--- config.mk ---
export PLATFORM = sky130hd
export DESIGN_NAME = stepper_position_step_pacer_flat
export DESIGN_NICKNAME = d
export VERILOG_FILES = /design/src/rtl/spp_pkg.sv /design/src/rtl/spp_if.sv /design/src/rtl/stepper_position_step_pacer.sv /design/src/rtl/spp_div.sv /design/src/rtl/spp_ctrl.sv /design/src/rtl/spp_dp.sv /design/src/flat_wrapper.sv
export SDC_FILE = /design/constraint.sdc
export NUM_CORES = 1
export LEC_CHECK = 0
export BUFFER_PORTS_ARGS = -buffer_cell sky130_fd_sc_hd__buf_2
export CAP_MARGIN = 5
export CORE_ASPECT_RATIO = 0.75
export CORE_MARGIN = 2
export CORE_UTILIZATION = 35
export CTS_BUF_LIST = sky130_fd_sc_hd__clkbuf_16
export DETAILED_ROUTE_END_ITERATION = 12
export PLACE_DENSITY = 0.61
export SYNTH_ARGS = -nofsm -noshare
export SYNTH_HDL_FRONTEND = slang
export SYNTH_HIERARCHICAL = 1
export SYNTH_SLANG_ARGS = --single-unit
--- constraint.sdc ---
create_clock -name clock -period 9.05 [get_ports clock]
set_input_delay 0.905 -clock clock [delete_from_list [all_inputs] [get_ports clock]]
set_output_delay 0.905 -clock clock [all_outputs]
set_load 0.01 [all_outputs]
--- src/rtl/spp_pkg.sv ---
// Shared widths, reset values, register indexes and control types for the
// stepper position step pacer. No dependencies; every other file imports it.
package spp_pkg;

   // Field and register widths.
   localparam int POS_W     = 12;  // encoder and target angle, signed
   localparam int TIME_W    = 32;  // microsecond timestamp
   localparam int CFG_W     = 12;  // narrow configuration registers
   localparam int WIDE_W    = 16;  // speed and unwind registers, csr data
   localparam int CSR_IDX_W = 3;
   localparam int ERR_W     = 13;  // reported position error
   localparam int PERIOD_W  = 20;  // pulse period in microseconds
   localparam int TURN_W    = 16;  // saturating turn counter

   // Derived datapath widths.
   localparam int RAW_W   = POS_W + 1;
   localparam int WRAP_W  = ((RAW_W > CFG_W) ? RAW_W : CFG_W) + 1;
   localparam int MAG_W   = WRAP_W - 1;
   localparam int SPEED_W = WIDE_W + MAG_W;
   localparam int DIV_N   = PERIOD_W;
   localparam int DIV_CNT_W = $clog2(DIV_N);
   localparam int CMP_W   = (TIME_W > PERIOD_W) ? TIME_W : PERIOD_W;

   localparam int FLIP_LIMIT     = 90;
   localparam int MICROS_PER_SEC = 1000000;

   // Reset values of the configuration registers.
   localparam logic [CFG_W-1:0]  HALF_TURN_RESET  = CFG_W'(100);
   localparam logic [CFG_W-1:0]  FULL_TURN_RESET  = CFG_W'(200);
   localparam logic [CFG_W-1:0]  MAX_ERR_RESET    = CFG_W'(10);
   localparam logic [CFG_W-1:0]  SLOW_ZONE_RESET  = CFG_W'(20);
   localparam logic [WIDE_W-1:0] TOP_SPEED_RESET  = WIDE_W'(1000);
   localparam logic [WIDE_W-1:0] BOT_SPEED_RESET  = WIDE_W'(100);
   localparam logic [WIDE_W-1:0] UNWIND_RESET     = WIDE_W'(200);

   typedef enum logic [CSR_IDX_W-1:0] {
      CSR_HALF_TURN = 3'd0,
      CSR_FULL_TURN = 3'd1,
      CSR_MAX_ERR   = 3'd2,
      CSR_SLOW_ZONE = 3'd3,
      CSR_TOP_SPEED = 3'd4,
      CSR_BOT_SPEED = 3'd5,
      CSR_UNWIND    = 3'd6
   } csr_index_type;

   localparam logic REQ_POSITION = 1'b0;
   localparam logic REQ_UNWIND   = 1'b1;

   typedef enum logic [2:0] {
      ST_IDLE,
      ST_WRAP,
      ST_SELECT,
      ST_QUOT_WAIT,
      ST_SCALE,
      ST_PERIOD_START,
      ST_PERIOD_WAIT,
      ST_FINISH
   } spp_state_type;

   // Commands from the controller to the datapath.
   typedef struct packed {
      logic capture;      // register the request fields
      logic wrap;         // wrapped error and turn counting
      logic select_fast;  // speed is top speed
      logic div_quot;     // start top speed / slow zone
      logic scale;        // speed from quotient times error magnitude
      logic div_period;   // start one million / speed
      logic finish;       // update state and load the result register
   } spp_cmd_type;

   // Status from the datapath to the controller.
   typedef struct packed {
      logic is_unwind;
      logic fast_path;
      logic div_done;
      logic out_free;
   } spp_stat_type;

endpackage

--- src/rtl/spp_if.sv ---
// Valid/ready channel interfaces for requests and results of the step pacer.
// Depends on spp_pkg for field widths.
interface spp_req_if;
   import spp_pkg::*;
   logic                     valid;
   logic                     ready;
   logic                     req_type;
   logic signed [POS_W-1:0]  encoder_pos;
   logic signed [POS_W-1:0]  target_pos;
   logic [TIME_W-1:0]        now_us;

   modport source (output valid, req_type, encoder_pos, target_pos, now_us, input ready);
   modport sink   (input valid, req_type, encoder_pos, target_pos, now_us, output ready);
endinterface

interface spp_rsp_if;
   import spp_pkg::*;
   logic                     valid;
   logic                     ready;
   logic                     step_pulse;
   logic                     direction;
   logic                     angle_error_flag;
   logic signed [TURN_W-1:0] turn_count;
   logic signed [ERR_W-1:0]  position_error;
   logic [PERIOD_W-1:0]      pulse_period_us;

   modport source (output valid, step_pulse, direction, angle_error_flag, turn_count,
                   position_error, pulse_period_us, input ready);
   modport sink   (input valid, step_pulse, direction, angle_error_flag, turn_count,
                   position_error, pulse_period_us, output ready);
endinterface

--- src/rtl/stepper_position_step_pacer.sv ---
// Top level of the stepper position step pacer: joins the request and result
// channels and the register port to the controller and the datapath.
// Depends on spp_pkg, spp_if, spp_ctrl, spp_dp and spp_div.
//
//   Channel   Direction  Handshake        Contents
//   req_chan  in         valid / ready    req_type, encoder_pos, target_pos, now_us
//   rsp_chan  out        valid / ready    pulse, direction, error flag, turns, error, period
//   csr_*     in         csr_we only      register index and write data
//
// A position command at the top speed runs the shared one-bit-per-cycle divider
// once, for the period; inside the slow zone it first divides top speed by the
// zone width. An unwind request skips the divider. Each division runs 20 steps.
// Reset is synchronous and active high; it loads the register defaults and clears
// the turn counter, the pulse timestamp and the direction. A new request is taken while a
// finished result is still held; a stalled result only holds up retirement.
module stepper_position_step_pacer (
   input  logic                          clock,
   input  logic                          reset,
   spp_req_if.sink                       req_chan,
   spp_rsp_if.source                     rsp_chan,
   input  logic                          csr_we,
   input  logic [spp_pkg::CSR_IDX_W-1:0] csr_index,
   input  logic [spp_pkg::WIDE_W-1:0]    csr_wdata
);
   import spp_pkg::*;

   spp_cmd_type  cmd;
   spp_stat_type stat;

   // The controller owns request acceptance and the order of datapath steps.
   spp_ctrl u_ctrl (
      .clock     (clock),
      .reset     (reset),
      .req_valid (req_chan.valid),
      .req_ready (req_chan.ready),
      .stat      (stat),
      .cmd       (cmd)
   );

   // The datapath holds all arithmetic, the state and the result register,
   // which lets the result transfer proceed independently of new requests.
   spp_dp u_dp (
      .clock            (clock),
      .reset            (reset),
      .cmd              (cmd),
      .stat             (stat),
      .csr_we           (csr_we),
      .csr_index        (csr_index),
      .csr_wdata        (csr_wdata),
      .req_type         (req_chan.req_type),
      .encoder_pos      (req_chan.encoder_pos),
      .target_pos       (req_chan.target_pos),
      .now_us           (req_chan.now_us),
      .rsp_valid        (rsp_chan.valid),
      .rsp_ready        (rsp_chan.ready),
      .step_pulse       (rsp_chan.step_pulse),
      .direction        (rsp_chan.direction),
      .angle_error_flag (rsp_chan.angle_error_flag),
      .turn_count       (rsp_chan.turn_count),
      .position_error   (rsp_chan.position_error),
      .pulse_period_us  (rsp_chan.pulse_period_us)
   );

endmodule

--- src/rtl/spp_div.sv ---
// Restoring radix-2 divider, one quotient bit per cycle, shared by the speed
// and period computations. Depends on spp_pkg.
module spp_div (
   input  logic                        clock,
   input  logic                        reset,
   input  logic                        start,
   input  logic [spp_pkg::DIV_N-1:0]   dividend,
   input  logic [spp_pkg::SPEED_W-1:0] divisor,
   output logic [spp_pkg::DIV_N-1:0]   quotient,
   output logic                        done
);
   import spp_pkg::*;

   logic                 busy_ff, busy_in;
   logic                 done_ff, done_in;
   logic [DIV_CNT_W-1:0] cnt_ff, cnt_in;
   logic [DIV_N-1:0]     quot_ff, quot_in;
   logic [SPEED_W-1:0]   rem_ff, rem_in;
   logic [SPEED_W-1:0]   dsr_ff, dsr_in;

   logic [SPEED_W:0] shifted;
   logic [SPEED_W:0] diff;
   logic             ge;

   always_comb begin
      shifted = {rem_ff, quot_ff[DIV_N-1]};
      diff    = shifted - {1'b0, dsr_ff};
      ge      = (shifted >= {1'b0, dsr_ff});

      busy_in = busy_ff;
      done_in = 1'b0;
      cnt_in  = cnt_ff;
      quot_in = quot_ff;
      rem_in  = rem_ff;
      dsr_in  = dsr_ff;
      if (start) begin
         busy_in = 1'b1;
         cnt_in  = DIV_CNT_W'(DIV_N - 1);
         quot_in = dividend;
         rem_in  = '0;
         dsr_in  = divisor;
      end else if (busy_ff) begin
         quot_in = {quot_ff[DIV_N-2:0], ge};
         rem_in  = ge ? diff[SPEED_W-1:0] : shifted[SPEED_W-1:0];
         if (cnt_ff == '0) begin
            busy_in = 1'b0;
            done_in = 1'b1;
         end else begin
            cnt_in = cnt_ff - 1'b1;
         end
      end
   end

   always_ff @(posedge clock) begin
      if (reset) begin
         busy_ff <= 1'b0;
         done_ff <= 1'b0;
         cnt_ff  <= '0;
      end else begin
         busy_ff <= busy_in;
         done_ff <= done_in;
         cnt_ff  <= cnt_in;
      end
   end

   always_ff @(posedge clock) begin
      quot_ff <= quot_in;
      rem_ff  <= rem_in;
      dsr_ff  <= dsr_in;
   end

   assign quotient = quot_ff;
   assign done     = done_ff;

   // A new division is only started once the previous one has finished.
   assert property (@(posedge clock) disable iff (reset) start |-> !busy_ff)
      else $error("divider started while busy");

endmodule

--- src/rtl/spp_ctrl.sv ---
// Sequencing state machine of the step pacer: steps one request through the
// datapath. Depends on spp_pkg.
module spp_ctrl (
   input  logic                  clock,
   input  logic                  reset,
   input  logic                  req_valid,
   output logic                  req_ready,
   input  spp_pkg::spp_stat_type stat,
   output spp_pkg::spp_cmd_type  cmd
);
   import spp_pkg::*;

   spp_state_type state_ff, state_in;

   always_ff @(posedge clock) begin
      if (reset) begin
         state_ff <= ST_IDLE;
      end else begin
         state_ff <= state_in;
      end
   end

   always_comb begin
      state_in  = state_ff;
      cmd       = '0;
      req_ready = 1'b0;
      case (state_ff)
         ST_IDLE: begin
            req_ready = 1'b1;
            if (req_valid) begin
               cmd.capture = 1'b1;
               state_in    = ST_WRAP;
            end
         end
         ST_WRAP: begin
            cmd.wrap = 1'b1;
            state_in = stat.is_unwind ? ST_FINISH : ST_SELECT;
         end
         ST_SELECT: begin
            if (stat.fast_path) begin
               cmd.select_fast = 1'b1;
               state_in        = ST_PERIOD_START;
            end else begin
               cmd.div_quot = 1'b1;
               state_in     = ST_QUOT_WAIT;
            end
         end
         ST_QUOT_WAIT: begin
            if (stat.div_done) begin
               state_in = ST_SCALE;
            end
         end
         ST_SCALE: begin
            cmd.scale = 1'b1;
            state_in  = ST_PERIOD_START;
         end
         ST_PERIOD_START: begin
            cmd.div_period = 1'b1;
            state_in       = ST_PERIOD_WAIT;
         end
         ST_PERIOD_WAIT: begin
            if (stat.div_done) begin
               state_in = ST_FINISH;
            end
         end
         ST_FINISH: begin
            if (stat.out_free) begin
               cmd.finish = 1'b1;
               state_in   = ST_IDLE;
            end
         end
         default: begin
            state_in = ST_IDLE;
         end
      endcase
   end

endmodule

--- src/rtl/spp_dp.sv ---
// Datapath of the step pacer: configuration registers, error wrapping, turn
// counting, speed and period, pulse timing and the result register.
// Depends on spp_pkg and instantiates spp_div.
module spp_dp (
   input  logic                              clock,
   input  logic                              reset,
   input  spp_pkg::spp_cmd_type              cmd,
   output spp_pkg::spp_stat_type             stat,
   input  logic                              csr_we,
   input  logic [spp_pkg::CSR_IDX_W-1:0]     csr_index,
   input  logic [spp_pkg::WIDE_W-1:0]        csr_wdata,
   input  logic                              req_type,
   input  logic signed [spp_pkg::POS_W-1:0]  encoder_pos,
   input  logic signed [spp_pkg::POS_W-1:0]  target_pos,
   input  logic [spp_pkg::TIME_W-1:0]        now_us,
   output logic                              rsp_valid,
   input  logic                              rsp_ready,
   output logic                              step_pulse,
   output logic                              direction,
   output logic                              angle_error_flag,
   output logic signed [spp_pkg::TURN_W-1:0] turn_count,
   output logic signed [spp_pkg::ERR_W-1:0]  position_error,
   output logic [spp_pkg::PERIOD_W-1:0]      pulse_period_us
);
   import spp_pkg::*;

   localparam logic signed [TURN_W-1:0] TURN_MAX = {1'b0, {(TURN_W-1){1'b1}}};
   localparam logic signed [TURN_W-1:0] TURN_MIN = {1'b1, {(TURN_W-1){1'b0}}};

   // Configuration registers.
   logic [CFG_W-1:0]  half_ff, full_ff, maxerr_ff, slow_ff;
   logic [WIDE_W-1:0] top_ff, bot_ff, unwind_ff;

   // Persistent state.
   logic [TIME_W-1:0]        last_ff, last_in;
   logic signed [POS_W-1:0]  prev_ff, prev_in;
   logic signed [TURN_W-1:0] turn_ff, turn_in;
   logic [PERIOD_W-1:0]      period_ff, period_in;
   logic                     dir_ff, dir_in;
   logic                     flag_ff, flag_in;
   logic                     rsp_valid_ff, rsp_valid_in;

   // Per-request working registers.
   logic                     kind_ff;
   logic signed [POS_W-1:0]  pos_ff, tgt_ff;
   logic [TIME_W-1:0]        now_ff;
   logic signed [WRAP_W-1:0] err_ff;
   logic [SPEED_W-1:0]       speed_ff;

   // Result register.
   logic                     pulse_out_ff, dir_out_ff, flag_out_ff;
   logic signed [TURN_W-1:0] turn_out_ff;
   logic signed [ERR_W-1:0]  err_out_ff;
   logic [PERIOD_W-1:0]      period_out_ff;

   // Divider.
   logic                div_start, div_done;
   logic [DIV_N-1:0]    div_dividend, div_quotient;
   logic [SPEED_W-1:0]  div_divisor;

   // Combinational values.
   logic signed [WRAP_W-1:0] raw_err, wrap_err, full_ext;
   logic [WRAP_W-1:0]        raw_abs, err_abs;
   logic [MAG_W-1:0]         raw_mag, err_mag;
   logic [POS_W-1:0]         pos_abs;
   logic                     pos_neg, prev_neg, flip_ok;
   logic [SPEED_W-1:0]       scaled;
   logic [PERIOD_W-1:0]      period_new, period_used;
   logic [TIME_W-1:0]        elapsed;
   logic                     due, pulse, dir_new, flag_new;

   spp_div u_div (
      .clock    (clock),
      .reset    (reset),
      .start    (div_start),
      .dividend (div_dividend),
      .divisor  (div_divisor),
      .quotient (div_quotient),
      .done     (div_done)
   );

   always_comb begin
      // Error wrapping to the shorter way round.
      raw_err = {{(WRAP_W-POS_W){tgt_ff[POS_W-1]}}, tgt_ff}
              - {{(WRAP_W-POS_W){pos_ff[POS_W-1]}}, pos_ff};
      raw_abs = raw_err[WRAP_W-1] ? -raw_err : raw_err;
      raw_mag = raw_abs[MAG_W-1:0];
      full_ext = {{(WRAP_W-CFG_W){1'b0}}, full_ff};
      wrap_err = raw_err;
      if ({{(MAG_W-CFG_W){1'b0}}, half_ff} < raw_mag) begin
         wrap_err = raw_err[WRAP_W-1] ? (raw_err + full_ext) : (raw_err - full_ext);
      end

      err_abs = err_ff[WRAP_W-1] ? -err_ff : err_ff;
      err_mag = err_abs[MAG_W-1:0];

      // Turn counting on a sign change of a reading beyond the flip limit.
      pos_neg  = pos_ff[POS_W-1];
      prev_neg = prev_ff[POS_W-1];
      pos_abs  = pos_neg ? -pos_ff : pos_ff;
      flip_ok  = (pos_abs > POS_W'(FLIP_LIMIT)) && (prev_ff != '0);

      // Speed in the slow zone.
      scaled = div_quotient[WIDE_W-1:0] * err_mag;

      div_start    = cmd.div_quot | cmd.div_period;
      div_dividend = cmd.div_quot ? {{(DIV_N-WIDE_W){1'b0}}, top_ff}
                                  : DIV_N'(MICROS_PER_SEC);
      div_divisor  = cmd.div_quot ? {{(SPEED_W-CFG_W){1'b0}}, slow_ff} : speed_ff;

      // Final decisions.
      period_new  = (speed_ff == '0) ? PERIOD_W'(MICROS_PER_SEC) : div_quotient;
      period_used = kind_ff ? period_ff : period_new;
      elapsed     = now_ff - last_ff;
      due         = (CMP_W'(elapsed) >= CMP_W'(period_used));
      if (kind_ff == REQ_UNWIND) begin
         pulse    = (turn_ff != '0) && (unwind_ff != '0) && due;
         dir_new  = (turn_ff != '0) ? turn_ff[TURN_W-1] : dir_ff;
         flag_new = flag_ff;
      end else begin
         pulse    = (err_ff != '0) && due;
         dir_new  = (err_ff != '0) ? !err_ff[WRAP_W-1] : dir_ff;
         flag_new = (err_mag > {{(MAG_W-CFG_W){1'b0}}, maxerr_ff});
      end

      stat.is_unwind = (kind_ff == REQ_UNWIND);
      stat.fast_path = (err_mag > {{(MAG_W-CFG_W){1'b0}}, slow_ff}) || (err_mag == '0)
                       || (slow_ff == '0);
      stat.div_done  = div_done;
      stat.out_free  = !rsp_valid_ff || rsp_ready;

      // State updates.
      prev_in = prev_ff;
      turn_in = turn_ff;
      if (cmd.wrap) begin
         prev_in = pos_ff;
         if (flip_ok && !pos_neg && prev_neg && (turn_ff != TURN_MIN)) begin
            turn_in = turn_ff - 1'b1;
         end else if (flip_ok && pos_neg && !prev_neg && (turn_ff != TURN_MAX)) begin
            turn_in = turn_ff + 1'b1;
         end
      end

      last_in   = last_ff;
      period_in = period_ff;
      dir_in    = dir_ff;
      flag_in   = flag_ff;
      if (cmd.finish) begin
         period_in = period_used;
         dir_in    = dir_new;
         flag_in   = flag_new;
         if (pulse) begin
            last_in = now_ff;
         end
      end

      rsp_valid_in = rsp_valid_ff && !rsp_ready;
      if (cmd.finish) begin
         rsp_valid_in = 1'b1;
      end
   end

   always_ff @(posedge clock) begin
      if (reset) begin
         half_ff      <= HALF_TURN_RESET;
         full_ff      <= FULL_TURN_RESET;
         maxerr_ff    <= MAX_ERR_RESET;
         slow_ff      <= SLOW_ZONE_RESET;
         top_ff       <= TOP_SPEED_RESET;
         bot_ff       <= BOT_SPEED_RESET;
         unwind_ff    <= UNWIND_RESET;
         last_ff      <= '0;
         prev_ff      <= '0;
         turn_ff      <= '0;
         period_ff    <= '0;
         dir_ff       <= 1'b0;
         flag_ff      <= 1'b0;
         rsp_valid_ff <= 1'b0;
      end else begin
         if (csr_we) begin
            case (csr_index_type'(csr_index))
               CSR_HALF_TURN: half_ff   <= csr_wdata[CFG_W-1:0];
               CSR_FULL_TURN: full_ff   <= csr_wdata[CFG_W-1:0];
               CSR_MAX_ERR:   maxerr_ff <= csr_wdata[CFG_W-1:0];
               CSR_SLOW_ZONE: slow_ff   <= csr_wdata[CFG_W-1:0];
               CSR_TOP_SPEED: top_ff    <= csr_wdata;
               CSR_BOT_SPEED: bot_ff    <= csr_wdata;
               CSR_UNWIND:    unwind_ff <= csr_wdata;
               default: begin
               end
            endcase
         end
         last_ff      <= last_in;
         prev_ff      <= prev_in;
         turn_ff      <= turn_in;
         period_ff    <= period_in;
         dir_ff       <= dir_in;
         flag_ff      <= flag_in;
         rsp_valid_ff <= rsp_valid_in;
      end
   end

   always_ff @(posedge clock) begin
      if (cmd.capture) begin
         kind_ff <= req_type;
         pos_ff  <= encoder_pos;
         tgt_ff  <= target_pos;
         now_ff  <= now_us;
      end
      if (cmd.wrap) begin
         err_ff <= (kind_ff == REQ_UNWIND) ? '0 : wrap_err;
      end
      if (cmd.select_fast) begin
         speed_ff <= {{(SPEED_W-WIDE_W){1'b0}}, top_ff};
      end else if (cmd.scale) begin
         speed_ff <= (scaled < {{(SPEED_W-WIDE_W){1'b0}}, bot_ff})
                     ? {{(SPEED_W-WIDE_W){1'b0}}, bot_ff} : scaled;
      end
      if (cmd.finish) begin
         pulse_out_ff  <= pulse;
         dir_out_ff    <= dir_new;
         flag_out_ff   <= flag_new;
         turn_out_ff   <= turn_ff;
         err_out_ff    <= err_ff[ERR_W-1:0];
         period_out_ff <= period_used;
      end
   end

   assign rsp_valid        = rsp_valid_ff;
   assign step_pulse       = pulse_out_ff;
   assign direction        = dir_out_ff;
   assign angle_error_flag = flag_out_ff;
   assign turn_count       = turn_out_ff;
   assign position_error   = err_out_ff;
   assign pulse_period_us  = period_out_ff;

   // A result is never loaded over one that has not been taken.
   assert property (@(posedge clock) disable iff (reset)
      cmd.finish |-> (!rsp_valid_ff || rsp_ready))
      else $error("result register overwritten");

   // The turn counter moves by at most one turn per request.
   assert property (@(posedge clock) disable iff (reset)
      !$past(reset) |-> ((turn_ff == $past(turn_ff)) || (turn_ff == $past(turn_ff) + 1'b1)
                         || (turn_ff == $past(turn_ff) - 1'b1)))
      else $error("turn counter jumped");

   // The pulse timestamp only changes when a request is retired.
   assert property (@(posedge clock) disable iff (reset)
      (!$past(reset) && (last_ff != $past(last_ff))) |-> $past(cmd.finish))
      else $error("pulse timestamp changed outside of retirement");

endmodule
--- src/flat_wrapper.sv ---
// flat-port wrapper written by rule: the top's interface ports become plain ports
module stepper_position_step_pacer_flat import spp_pkg::*;
  (clock, reset, csr_we, csr_index, csr_wdata, req_chan_valid, req_chan_req_type, req_chan_encoder_pos, req_chan_target_pos, req_chan_now_us, req_chan_ready, rsp_chan_valid, rsp_chan_step_pulse, rsp_chan_direction, rsp_chan_angle_error_flag, rsp_chan_turn_count, rsp_chan_position_error, rsp_chan_pulse_period_us, rsp_chan_ready);
  spp_req_if req_chan_i ();
  spp_rsp_if rsp_chan_i ();
  input  logic clock;
  input  logic reset;
  input  logic csr_we;
  input  logic [spp_pkg::CSR_IDX_W-1:0] csr_index;
  input  logic [spp_pkg::WIDE_W-1:0] csr_wdata;
  input wire logic [$bits(req_chan_i.valid)-1:0] req_chan_valid;
  input wire logic [$bits(req_chan_i.req_type)-1:0] req_chan_req_type;
  input wire logic [$bits(req_chan_i.encoder_pos)-1:0] req_chan_encoder_pos;
  input wire logic [$bits(req_chan_i.target_pos)-1:0] req_chan_target_pos;
  input wire logic [$bits(req_chan_i.now_us)-1:0] req_chan_now_us;
  output wire logic [$bits(req_chan_i.ready)-1:0] req_chan_ready;
  output wire logic [$bits(rsp_chan_i.valid)-1:0] rsp_chan_valid;
  output wire logic [$bits(rsp_chan_i.step_pulse)-1:0] rsp_chan_step_pulse;
  output wire logic [$bits(rsp_chan_i.direction)-1:0] rsp_chan_direction;
  output wire logic [$bits(rsp_chan_i.angle_error_flag)-1:0] rsp_chan_angle_error_flag;
  output wire logic [$bits(rsp_chan_i.turn_count)-1:0] rsp_chan_turn_count;
  output wire logic [$bits(rsp_chan_i.position_error)-1:0] rsp_chan_position_error;
  output wire logic [$bits(rsp_chan_i.pulse_period_us)-1:0] rsp_chan_pulse_period_us;
  input wire logic [$bits(rsp_chan_i.ready)-1:0] rsp_chan_ready;
  assign req_chan_i.valid = req_chan_valid;
  assign req_chan_i.req_type = req_chan_req_type;
  assign req_chan_i.encoder_pos = req_chan_encoder_pos;
  assign req_chan_i.target_pos = req_chan_target_pos;
  assign req_chan_i.now_us = req_chan_now_us;
  assign req_chan_ready = req_chan_i.ready;
  assign rsp_chan_valid = rsp_chan_i.valid;
  assign rsp_chan_step_pulse = rsp_chan_i.step_pulse;
  assign rsp_chan_direction = rsp_chan_i.direction;
  assign rsp_chan_angle_error_flag = rsp_chan_i.angle_error_flag;
  assign rsp_chan_turn_count = rsp_chan_i.turn_count;
  assign rsp_chan_position_error = rsp_chan_i.position_error;
  assign rsp_chan_pulse_period_us = rsp_chan_i.pulse_period_us;
  assign rsp_chan_i.ready = rsp_chan_ready;
  stepper_position_step_pacer u_core (.clock(clock), .reset(reset), .req_chan(req_chan_i), .rsp_chan(rsp_chan_i), .csr_we(csr_we), .csr_index(csr_index), .csr_wdata(csr_wdata));
endmodule
After elaboration in Yosys (flattened, before gate mapping). Index checks and enable logic that the tools add are counted.

Input bits: 81. Flip-flop bits (word level): 419. Word-level logic and storage cells: 172.

Magnitude comparators: 7. Bitwise gates (word level): 3. $mul: 1. $add $sub $neg: 11. Multiplexer cells: 48. Equality and inequality tests: 20. Reductions and logical operators: 46.

Operators by type and width (count): 20-bit 2-to-1 mux (5); 16-bit 2-to-1 mux (4); 29-bit 2-to-1 mux (2); 32-bit by 20-bit >= comparator with 1-bit output (1); 16-bit inequality test, second input constant (2); 16-bit nonzero test (2); 32-bit subtractor (1); 30-bit by 29-bit >= comparator with 1-bit output (1); 29-bit logical NOT (1); 29-bit by 16-bit less-than comparator with 1-bit output (1); 16-bit by 13-bit multiplier with 29-bit output (1); 29-bit subtractor (1); 14-bit 2-to-1 mux (2); 13-bit by 12-bit greater-than comparator with 1-bit output (2); 13-bit 2-to-1 mux (2); 13-bit negator (2); 12-bit 2-to-1 mux (2); 3-bit one-hot mux with 8 select lines (1); 2-bit AND reduction (11); 3-bit equality test, second input constant (7); 1-bit 2-to-1 mux (20); 3-bit 2-to-1 mux (6); 16-bit by 1-bit adder with 16-bit output, second input constant (1); 16-bit by 1-bit subtractor with 16-bit output, second input constant (1); other kinds (28) (57).

Depth between registers and ports, before layout. Gate-level depths: netlist of run 1.

Depth in word-level cells: 10. Mapped depth: 37. Gate-level depth less buffers: 33.

Cells and area by module. The synthesis of run 1 kept the hierarchy.

By module, submodules not included: spp_dp (area each 25802.2 um2, cells each 2876, times used 1); spp_div (area each 5133.7 um2, cells each 536, times used 1); spp_ctrl (area each 289.0 um2, cells each 35, times used 1).

Least setup slack after synthesis of run 1. Ideal clock, no wire load.

Path type: register -> register. From: register u_core.u_dp.err_ff[0]. To: register u_core.u_dp.speed_ff[10], data pin. Path buffers: 4. Setup time: 0.266 ns. Required time: 8.784 ns. Arrival time: 8.105 ns. Stages on the path, launching flop included: 35. Slack: 0.679 ns. Cell sequence: edfxtp_1 clkbuf_1 clkbuf_1 inv_1 ha_1 nand2b_1 xnor2_1 clkbuf_1 nand2_1 fa_1 inv_1 fa_1 fa_1 inv_1 fa_1 fa_1 inv_1 ha_1 o211ai_1 a21oi_1 o21a_1 o21a_1 nor2_1 xnor2_1 ha_1 a21oi_1 o21ai_0 a22o_1 nor4_1 a2bb2oi_1 nand4_1 nor4_4 buf_6 mux2i_1 o21ai_1.

Cells in the longest elaborated chain, start to end: 8. Elaborated cells on any way between the ends: 13. Classes of those cells: 1 x add/sub; 1 x mul; 2 x order compare; 6 x mux; 3 x reduce/logical.

Ends and longest elaborated chain: from (decl) (line spp_dp.sv:47) `logic signed [WRAP_W-1:0] err_ff;`; from (signal assigned) (line spp_dp.sv:211) `err_ff <= (kind_ff == REQ_UNWIND) ? '0 : wrap_err;`; 13-bit negator (line spp_dp.sv:94) `err_abs = err_ff[WRAP_W-1] ? -err_ff : err_ff;`; 13-bit 2-to-1 mux * (line spp_dp.sv:94); branches (longest 5 deep; another with 16-bit by 13-bit multiplier with 29-bit output); 16-bit 2-to-1 mux * (line spp_dp.sv:213) `if (cmd.select_fast) begin`; to (signal assigned) (line spp_dp.sv:214) `speed_ff <= {{(SPEED_W-WIDE_W){1'b0}}, top_ff};`; to (signal assigned) (line spp_dp.sv:216) `speed_ff <= (scaled < {{(SPEED_W-WIDE_W){1'b0}}, bot_ff})`; to (decl) (line spp_dp.sv:48) `logic [SPEED_W-1:0] speed_ff;`.

Mark *: on every way between the ends. The select of a mux whose other input is x is not followed. A chain may end at the register's enable or synchronous reset.

Worst setup path in the final report of run 1.
From: register u_core.u_dp.err_ff[4]. To: register u_core.u_dp.speed_ff[12], data pin.

Same word-level chain as after synthesis.

==> flow_summary.json, run 1 <==
{
  "status": "finished, final reports clean",
  "wl_met2_um": 34500,
  "die_y_um": 263,
  "fill_cells": 8808,
  "dieWidth_um": 349,
  "endpoint_kind": "flip-flop",
  "holdPathStages": 2,
  "maxCapViolCount": 0,
  "grt_max_degree": 100,
  "clock_skew_ns": 0.0268,
  "place_congestion": 0.940,
  "synth.largest_area_cell": "edfxtp_1",
  "nNetsFinal": 4004,
  "critPathMostFrequentCell": "fa_1",
  "antenna_found_initial": 3,
  "crit_path_top_delay_cell": "fa_1",
  "drtPass1Iterations": 5,
  "cp_max_fo": 17,
  "wirelength_um": 85800,
  "hold_start": "u_core/u_dp/maxerr_ff[9]",
  "yosysWarnings": 6,
  "tightest_slew_ns": 1.29,
  "synth.avg_cell_area_sq_um": 9.06,
  "io_pins": 135,
  "routedWlPerCell_um": 18.2,
  "path_class": "flip-flop to flip-flop",
  "ys_seq_elements": 419,
  "max_freq_ghz": 0.118,
  "highest_layer": "met5",
  "viasPerCell": 5.27,
  "worstReg2RegEnd": "u_core/u_dp/speed_ff[12]",
  "hold_class": "flip-flop to flip-flop",
  "hold_end": "u_core/u_dp/maxerr_ff[9]",
  "synthFlopType": "dfxtp_1",
  "setup_viol": 0,
  "grt_pass1_wl_um": 136000,
  "grtUsageTotal_pct": 18.5,
  "m1WireLength_um": 42700,
  "dpl.cell_count": 4619,
  "syn_inst": 3447,
  "cts_inserted_buffers": 45,
  "r2r_setup_slack_ns": 0.55,
  "final_area_sq_um": 34500,
  "drive_above_1_share_pct": 9.41,
  "io_buffers": 134,
  "relSlewSlack_pct": 13.6,
  "post-route-period-util_pct": 93.9,
  "met3_length_um": 7350,
  "cts.path.max_buffers": 3,
  "drc": 0,
  "post-route-min-period_ns": 8.50,
  "clock_sinks": 419,
  "post_cts_resized": 0,
  "insertion_delay_ns": 0.62,
  "rsz0062_at_grt": "false",
  "setup_tns_ns": 0,
  "synth_edf_count": 188,
  "dp_hpwl_um": 64900,
  "grt_pass1_vias": 23300,
  "syn_area_sq_um": 31200,
  "synth.top_cell.area_share_pct": 18.1,
  "postCtsHoldBufs": 0,
  "synth_cell_type_count": 100,
  "async_flop_share_pct": 0,
  "cts-root-buf": "clkbuf_16",
  "ys_seq_area_share_pct": 32.9,
  "rows": 94,
  "place_area_sq_um": 33100,
  "coreArea_sq_um": 88100,
  "cts_tree": "done",
  "cp.arrival_ns": 8.83,
  "cts.clk_slew.worst_paths_ns": 0.07,
  "synth_nets": 3937,
  "drv_slew": 0,
  "area_growth_pct": 10.6,
  "first_iter_violations": 2078,
  "max_stage_delay_ns": 0.54,
  "hold_violations": 0,
  "overflow": 0,
  "required_ns": 9.38,
  "r2r-start": "u_core/u_dp/err_ff[4]",
  "num_vias": 24800,
  "ys_top_cells_by_area": "edfxtp_1 (18%), dfxtp_1 (15%), fa_1 (10%)",
  "fin_cells": 4701,
  "start_util_pct": 35.4,
  "dieArea_sq_um": 91600,
  "cts_setup_buffers": 0,
  "antenna_left": 0,
  "htree_levels": 2,
  "start_kind": "flip-flop",
  "reg2reg_depth": 28,
  "whs_ns": 0.456
}
-- worst max-delay path by stage --
stage	start	endpoint	slack (ns)	cells after the start
final	u_core/u_dp/err_ff[4]	u_core/u_dp/speed_ff[12]	0.55	28
after global routing	u_core/u_dp/err_ff[4]	u_core/u_dp/speed_ff[15]	0.07	28
after CTS	u_core/u_dp/err_ff[1]	u_core/u_dp/speed_ff[12]	0.45	33
after detailed placement	u_core/u_dp/err_ff[1]	u_core/u_dp/speed_ff[12]	0.46	33
after global placement	u_core/u_dp/err_ff[4]	u_core/u_dp/speed_ff[0]	0.64	29
after floorplan	u_core/u_dp/err_ff[0]	u_core/u_dp/speed_ff[10]	0.68	34
-- worst max-delay path, delay by kind of cell (launching register included) --
| kind | cells | cell delay [ns] |
|---|---|---|
| compound gates | 4 | 0.90 |
| xor+xnor | 2 | 0.50 |
| fa+ha+maj | 7 | 3.22 |
| buf+inv | 4 | 0.49 |
| flops | 1 | 0.47 |
| mux | 1 | 0.27 |
| simple gates | 10 | 2.36 |
-- synth_stat cells, types with 24 or more instances --
master / number
nand2_1: 455
a21o_1: 47
nand3_1: 66
xor2_1: 40
ha_1: 250
inv_1: 382
o21ai_0: 112
nor4_1: 34
a21oi_1: 213
a211oi_1: 27
nand4_1: 37
dfxtp_1: 231
fa_1: 159
nor2b_1: 38
edfxtp_1: 188
a311oi_1: 30
clkbuf_1: 119
nand2b_1: 93
xnor2_1: 90
mux2i_1: 89
and2_1: 106
o21a_1: 30
nand3b_1: 25
or3_1: 24
nor2_1: 197
nor3_1: 37
mux2_2: 32
-- through the flow --
step                worst slack, ns  util [%]
floorplan                     0.679         -
global placement              0.641      37.5
detailed placement            0.462      37.5
CTS                           0.449      39.2
global route                 0.0720      39.2
finish                        0.549      39.2
-- metal layers --
| metal | vias to the layer above | GRT usage [%] |
|---|---|---|
| li1 | 12000 | - |
| met1 | 11900 | 29.0 |
| met2 | 770 | 25.5 |
| met3 | 78 | 4.23 |
| met4 | 2 | 3.30 |
| met5 | - | 0 |
-- layout by cell type, fill, tap and decap left out, types with 8 or more instances in the layout --
master       n
o21a_1      30
mux2_2      32
nor2b_1     38
o21bai_1    10
nand2_1    455
buf_2      133
ha_1       250
xor2_1      40
a21oi_1    213
and2_1     105
a211oi_1    27
fa_1       159
or2_2       15
a211o_1     10
nand2b_1    93
o211ai_1    23
a31oi_1     13
o22a_1       9
a22oi_1     15
xnor2_1     84
inv_1      392
edfxtp_1   188
nor2_1     196
nand3_1     66
a21o_1      47
buf_4       35
a311oi_1    30
clkbuf_16   46
nand3b_1    25
o21ai_0    112
and3_1      10
o31ai_1     12
nand4_1     37
nor4_1      32
dfxtp_1    230
a2111oi_0    8
nor3_1      37
o21ai_1     15
mux2i_1     89
or3_1       24
-- cell families (layout without fill, tap and decap cells) --
group / Yosys count / after routing / share of synthesized area (%)
and+or+nand+nor: 1168 / 1168 / 18.2
DFF: 419 / 419 / 32.9
adders and majority gates: 409 / 409 / 20.2
muxes: 121 / 121 / 4.01
xor gates and xnor gates: 130 / 130 / 3.65
AOI/OAI and AO/OA: 668 / 668 / 14.4
other: 0 / 1 / 0
buffers and inverters: 532 / 633 / 6.65
-- flip-flops by register name, summed over array words and instances (netlist names), 13 cells and up --
register,flops
u_core/u_dp/pulse_period_us,20
u_core/u_dp/turn_count,16
u_core/u_dp/u_div/quotient,20
u_core/u_dp/period_ff,20
u_core/u_dp/bot_ff,16
u_core/u_dp/top_ff,16
u_core/u_dp/err_ff,14
u_core/u_dp/now_ff,32
u_core/u_dp/u_div/dsr_ff,29
u_core/u_dp/turn_ff,16
u_core/u_dp/unwind_ff,16
u_core/u_dp/last_ff,32
u_core/u_dp/speed_ff,29
u_core/u_dp/position_error,13
u_core/u_dp/u_div/rem_ff,29
-- cell type report --
cell class	instances	area, sq um	area share [%]
sequential	419	10300	29.7
clock inverter	35	327	0.945
tap	1152	1440	4.17
antenna	1	2.50	0.00724
multi-input combinational	2496	19000	54.9
timing repair buffer	169	940	2.72
inverter	383	1440	4.16
clock buffer	46	1150	3.33
Power of run 1 is not shown: default switching activity piles up to over one toggle a cycle in this logic, so the estimate is an artifact.
==> run 2: changes to the inputs <==
--- a/config.mk
+++ b/config.mk
@@ -6,13 +6,14 @@
 export NUM_CORES = 1
 export LEC_CHECK = 0
 export BUFFER_PORTS_ARGS = -buffer_cell sky130_fd_sc_hd__buf_2
-export CAP_MARGIN = 5
+export CAP_MARGIN = 15
 export CORE_ASPECT_RATIO = 0.75
 export CORE_MARGIN = 2
-export CORE_UTILIZATION = 35
+export CORE_UTILIZATION = 40
 export CTS_BUF_LIST = sky130_fd_sc_hd__clkbuf_16
 export DETAILED_ROUTE_END_ITERATION = 12
-export PLACE_DENSITY = 0.61
+export HOLD_SLACK_MARGIN = 0.1
+export PLACE_DENSITY = 0.67
 export SYNTH_ARGS = -nofsm -noshare
 export SYNTH_HDL_FRONTEND = slang
 export SYNTH_HIERARCHICAL = 1
==> run 2 against run 1 <==
- critical path type unchanged
- final area fell by 0.48%
- critical endpoint is now u_core/u_dp/speed_ff[11]
- utilization up 5.4 points
- worst hold slack worse by 0.00072 ns
- non-clock buffer count increased by 3
- routed wire length shrank 3.8%
- critical path depth up 1
- first-iteration DRC count is 16% higher
- highest routed layer is now met4
- clock skew up 0.0072 ns
- final cell count fell by 2.4%
- global-route usage is 1.7 points higher
==> flow_summary.json, run 2 (synthesis results as in run 1) <==
{
  "status": "finished, final reports clean",
  "num_vias": 24800,
  "start_kind": "flip-flop",
  "rsz0062_at_grt": "false",
  "overflow": 0,
  "grt_pass1_vias": 23000,
  "die_y_um": 246,
  "insertion_delay_ns": 0.60,
  "dp_hpwl_um": 62500,
  "io_pins": 135,
  "rows": 88,
  "cts.path.max_buffers": 3,
  "hold_violations": 0,
  "seq_area_sq_um": 10300,
  "area_growth_pct": 10.1,
  "coreArea_sq_um": 77100,
  "top_regs": "u_core/u_dp/last_ff: 32 flops, u_core/u_dp/now_ff: 32 flops",
  "drv_slew": 0,
  "endpoint_kind": "flip-flop",
  "first_iter_violations": 2412,
  "cts.clk_slew.worst_paths_ns": 0.07,
  "max_freq_ghz": 0.118,
  "layout_commonest_cell": "nand2_1",
  "postCtsHoldBufs": 0,
  "grt_pass1_wl_um": 130000,
  "cts_inserted_buffers": 44,
  "post-route-min-period_ns": 8.48,
  "dieWidth_um": 327,
  "wirelength_um": 82600,
  "cp.arrival_ns": 8.79,
  "start_util_pct": 40.5,
  "antenna_left": 0,
  "routedWlPerCell_um": 18.0,
  "grtUsageTotal_pct": 20.2,
  "relSlewSlack_pct": 21.3,
  "crit_path_top_delay_cell": "xnor2_2",
  "nNetsFinal": 4006,
  "cts_tree": "done",
  "final_cell_mix": "nand2_1 (455), inv_1 (392), ha_1 (250)",
  "place_congestion": 0.910,
  "post-route-period-util_pct": 93.7,
  "required_ns": 9.37,
  "grt_max_degree": 107,
  "drc": 0,
  "clock_skew_ns": 0.0340,
  "path_buf_inv": 6,
  "setup_tns_ns": 0,
  "hold_class": "flip-flop to flip-flop",
  "multi_input_area_sq_um": 19000,
  "diodes": 0,
  "tightest_slew_ns": 1.18,
  "setup_viol": 0,
  "cts-root-buf": "clkbuf_16",
  "viasPerCell": 5.40,
  "drtPass1Iterations": 5,
  "io_buffers": 134,
  "maxCapViolCount": 0,
  "cp_top_family": "adder cells",
  "cp_max_fo": 17,
  "drive_above_1_share_pct": 9.49,
  "fill_cells": 7573,
  "max_stage_delay_ns": 0.68,
  "htree_levels": 2,
  "path_class": "flip-flop to flip-flop",
  "antenna_found_initial": 0,
  "clock_sinks": 419,
  "dieArea_sq_um": 80300
}
[run 2: what timing repair did]
action,in CTS,in global routing
setup endpoints to repair,0,16
resized for setup,0,3
setup buffers,0,0
[run 2: per-layer routing]
layer / vias up / GRT usage, % / wire [um]
met5: - / 0 / 0
met4: 0 / 3.21 / 975
met3: 66 / 4.19 / 6670
met2: 810 / 28.7 / 33900
met1: 11900 / 31.5 / 41000
li1: 12000 / - / -
[run 2: stage by stage]
stage	utilization [%]	setup WS, ns	instances	cell area (sq um)	hold slack [ns]
after floorplan	-	0.679	3447	31200	0.424
after global placement	42.7	0.740	4503	32900	0.443
after detailed placement	42.7	0.497	4503	32900	0.449
after CTS	44.6	0.496	4585	34300	0.456
after global routing	44.6	0.0550	4587	34400	0.461
final	44.6	0.574	4587	34400	0.455
[run 2: worst min-delay path, delay by kind of cell (launching register included)]
kind	cells	cell delay, ns
flip-flops	1	0.31
AO/OA/AOI/OAI	1	0.05
AND/OR/NAND/NOR	1	0.05
[run 2: area by class of cell]
class	instances	area share (%)
inverter	383	4.18
multi-input combinational	2496	55.2
clock inverter	36	0.877
clock buffer	46	3.35
tap	1035	3.77
timing repair buffer	172	2.80
sequential	419	29.9
[run 2: worst paths after layout]
path	slack [ns]	start	depth (start not counted)	to
hold reg to reg	0.45	u_core/u_dp/unwind_ff[1]	2	u_core/u_dp/unwind_ff[1]
hold / removal	0.45	u_core/u_dp/unwind_ff[1]	2	u_core/u_dp/unwind_ff[1]
setup / recovery	0.57	u_core/u_dp/err_ff[13]	29	u_core/u_dp/speed_ff[11]
setup reg to reg	0.57	u_core/u_dp/err_ff[13]	29	u_core/u_dp/speed_ff[11]
Power of run 2 is left out for the same reason.
==> run 3: changes to the inputs <==
--- a/config.mk
+++ b/config.mk
@@ -16,5 +16,4 @@
 export PLACE_DENSITY = 0.67
 export SYNTH_ARGS = -nofsm -noshare
 export SYNTH_HDL_FRONTEND = slang
-export SYNTH_HIERARCHICAL = 1
 export SYNTH_SLANG_ARGS = --single-unit
==> run 3 against run 2 <==
- worst hold slack worse by 0.0047 ns
- routed wire length is 0.94% higher
- clock-buffer cell count is 1 lower
- critical endpoint is now u_core.u_dp.speed_ff[0]
- highest routed layer is now met5
==> flow_summary.json, run 3 <==
{
  "status": "finished, final reports clean",
  "cts_inserted_buffers": 44,
  "crit_path_top_delay_cell": "fa_1",
  "required_ns": 9.41,
  "viasPerCell": 5.41,
  "layout_commonest_cell": "nand2_1",
  "critPathMostFrequentCell": "fa_1",
  "post-route-period-util_pct": 94.8,
  "syn_area_sq_um": 30700,
  "dpl.cell_count": 4526,
  "hold_start": "req_chan_now_us[3]",
  "die_y_um": 244,
  "final_cell_mix": "nand2_1 (513), inv_1 (408), a21oi_1 (249), ha_1 (249), dfxtp_1 (231)",
  "maxCapViolCount": 0,
  "relSlewSlack_pct": 22.9,
  "cts.clk_slew.worst_paths_ns": 0.06,
  "cp_top_family": "adder cells",
  "clock_sinks": 419,
  "io_pins": 135,
  "worstReg2RegEnd": "u_core.u_dp.speed_ff[0]",
  "drc": 0,
  "synth.most_common_cell": "nand2_1",
  "path_buf_inv": 5,
  "grt_pass1_vias": 23300,
  "grt_max_degree": 83,
  "routedWlPerCell_um": 18.1,
  "dieArea_sq_um": 79000,
  "clock_skew_ns": 0.0464,
  "cp_max_fo": 16,
  "area_growth_pct": 10.4,
  "synth.top_cell.area_share_pct": 18.4,
  "drive_above_1_share_pct": 7.91,
  "coreArea_sq_um": 75500,
  "cts-root-buf": "clkbuf_16",
  "postCtsHoldBufs": 0,
  "setup_viol": 0,
  "path_class": "flip-flop to flip-flop",
  "hold_class": "input port to flip-flop",
  "overflow": 0,
  "drtPass1Iterations": 6,
  "ys_top_cells_by_area": "edfxtp_1 (18%), dfxtp_1 (15%), fa_1 (10%)",
  "holdPathStages": 1,
  "synth_edf_count": 188,
  "dp_hpwl_um": 63000,
  "max_stage_delay_ns": 0.55,
  "drv_slew": 0,
  "io_buffers": 134,
  "dieWidth_um": 324,
  "ys_seq_elements": 419,
  "path_depth": 30,
  "insertion_delay_ns": 0.63,
  "wirelength_um": 83300,
  "htree_levels": 2,
  "hold_violations": 0,
  "synth_nets": 3977,
  "grt_pass1_wl_um": 131000,
  "nNetsFinal": 4044,
  "num_vias": 25000,
  "synthFlopType": "dfxtp_1",
  "reg2reg_depth": 30,
  "yosysWarnings": 0,
  "synth_cell_type_count": 82,
  "ys_seq_area_share_pct": 33.5,
  "cts.path.max_buffers": 3,
  "cts_tree": "done",
  "r2r-start": "u_core.u_dp.err_ff[2]",
  "grtUsageTotal_pct": 21.0,
  "antenna_found_initial": 5,
  "endpoint_kind": "flip-flop",
  "top_regs": "u_core.u_dp.last_ff: 32 flops, u_core.u_dp.now_ff: 32 flops",
  "post-route-min-period_ns": 8.58,
  "async_flop_share_pct": 0,
  "synth_common_cells": "nand2_1 (513), inv_1 (405), a21oi_1 (249), ha_1 (249), dfxtp_1 (231)",
  "rows": 87,
  "place_congestion": 0.960,
  "synth.largest_area_cell": "edfxtp_1",
  "syn_inst": 3488,
  "max_freq_ghz": 0.117,
  "start_util_pct": 40.6,
  "r2r_setup_slack_ns": 0.47,
  "start_kind": "flip-flop",
  "antenna_left": 0,
  "first_iter_violations": 2187,
  "rsz0062_at_grt": "false",
  "hold_end": "u_core.u_dp.now_ff[3]",
  "fin_cells": 4615,
  "cp.arrival_ns": 8.94,
  "setup_tns_ns": 0,
  "tightest_slew_ns": 1.16,
  "synth.avg_cell_area_sq_um": 8.80
}
-- run 3: cell types whose count changed after synthesis, moves of 23 or more --
cell      before  now
a311oi_1      30    3
nand2_1      455  513
o21ai_0      112  169
a21oi_1      213  249
mux2_2        32    4
inv_1        382  405
-- run 3: repair_timing --
item                                    in CTS  in global routing
gates resized for setup                      0                  8
buffers inserted                             0                  6
endpoints found under the setup margin       0                 16
-- run 3: worst max-delay path by stage --
stage,start,end,slack [ns]
after detailed placement,u_core.u_dp.err_ff[2],u_core.u_dp.speed_ff[0],0.33
after global placement,u_core.u_dp.err_ff[2],u_core.u_dp.speed_ff[0],0.46
after global routing,u_core.u_dp.err_ff[0],u_core.u_dp.speed_ff[0],0.05
after CTS,u_core.u_dp.err_ff[2],u_core.u_dp.speed_ff[0],0.33
after floorplan,u_core.u_dp.err_ff[2],u_core.u_dp.speed_ff[10],0.94
final,u_core.u_dp.err_ff[2],u_core.u_dp.speed_ff[0],0.47
-- run 3: worst register-to-register path: cells and delay by family, from the launching register on --
kind	cells	cell delay (ns)
buffers and inverters	5	0.48
muxes	2	0.45
adders and majority gates	7	3.18
and+or+nand+nor	7	2.09
AOI/OAI and AO/OA	8	1.37
DFF	1	0.47
xor gates and xnor gates	1	0.27
-- run 3: cell type report --
type | count | area (sq um)
antenna | 1 | 2.50
clock buffer | 45 | 1130
clock inverter | 37 | 358
fill | 7392 | 41700
inverter | 407 | 1530
multi-input combinational | 2513 | 18400
sequential | 419 | 10300
tap | 1023 | 1280
timing repair buffer | 170 | 945
-- run 3: metrics by stage --
stage | area [sq um] | worst slack, ns | utilization, % | hold WS, ns
5_1_grt | 33900 | 0.0535 | 44.9 | 0.443
3_5_place_dp | 32300 | 0.330 | 42.8 | 0.446
2_1_floorplan | 30700 | 0.943 | - | 0.436
3_3_place_gp | 32300 | 0.460 | 42.8 | 0.443
6_report | 33900 | 0.474 | 44.9 | 0.450
4_1_cts | 33800 | 0.326 | 44.7 | 0.427
-- run 3: cell families (layout without fill, tap and decap cells) --
family          Yosys count  count (layout)  synth area share [%]
simple gates           1168            1168                  18.1
mux                      81              81                  2.66
xor+xnor                120             120                  3.42
fa+ha+maj               408             408                  20.5
flops                   419             419                  33.5
buf+inv                 556             659                  6.90
other cells               0               1                     0
compound gates          736             736                  15.0
-- run 3: per-layer routing --
metal  part of all wire (%)  global-route usage [%]
met1                     47                    31.3
met5                   0.21                    1.05
met4                    1.6                    4.17
met2                     41                    29.2
met3                     10                    6.63
Power of run 3 is left out for the same reason.
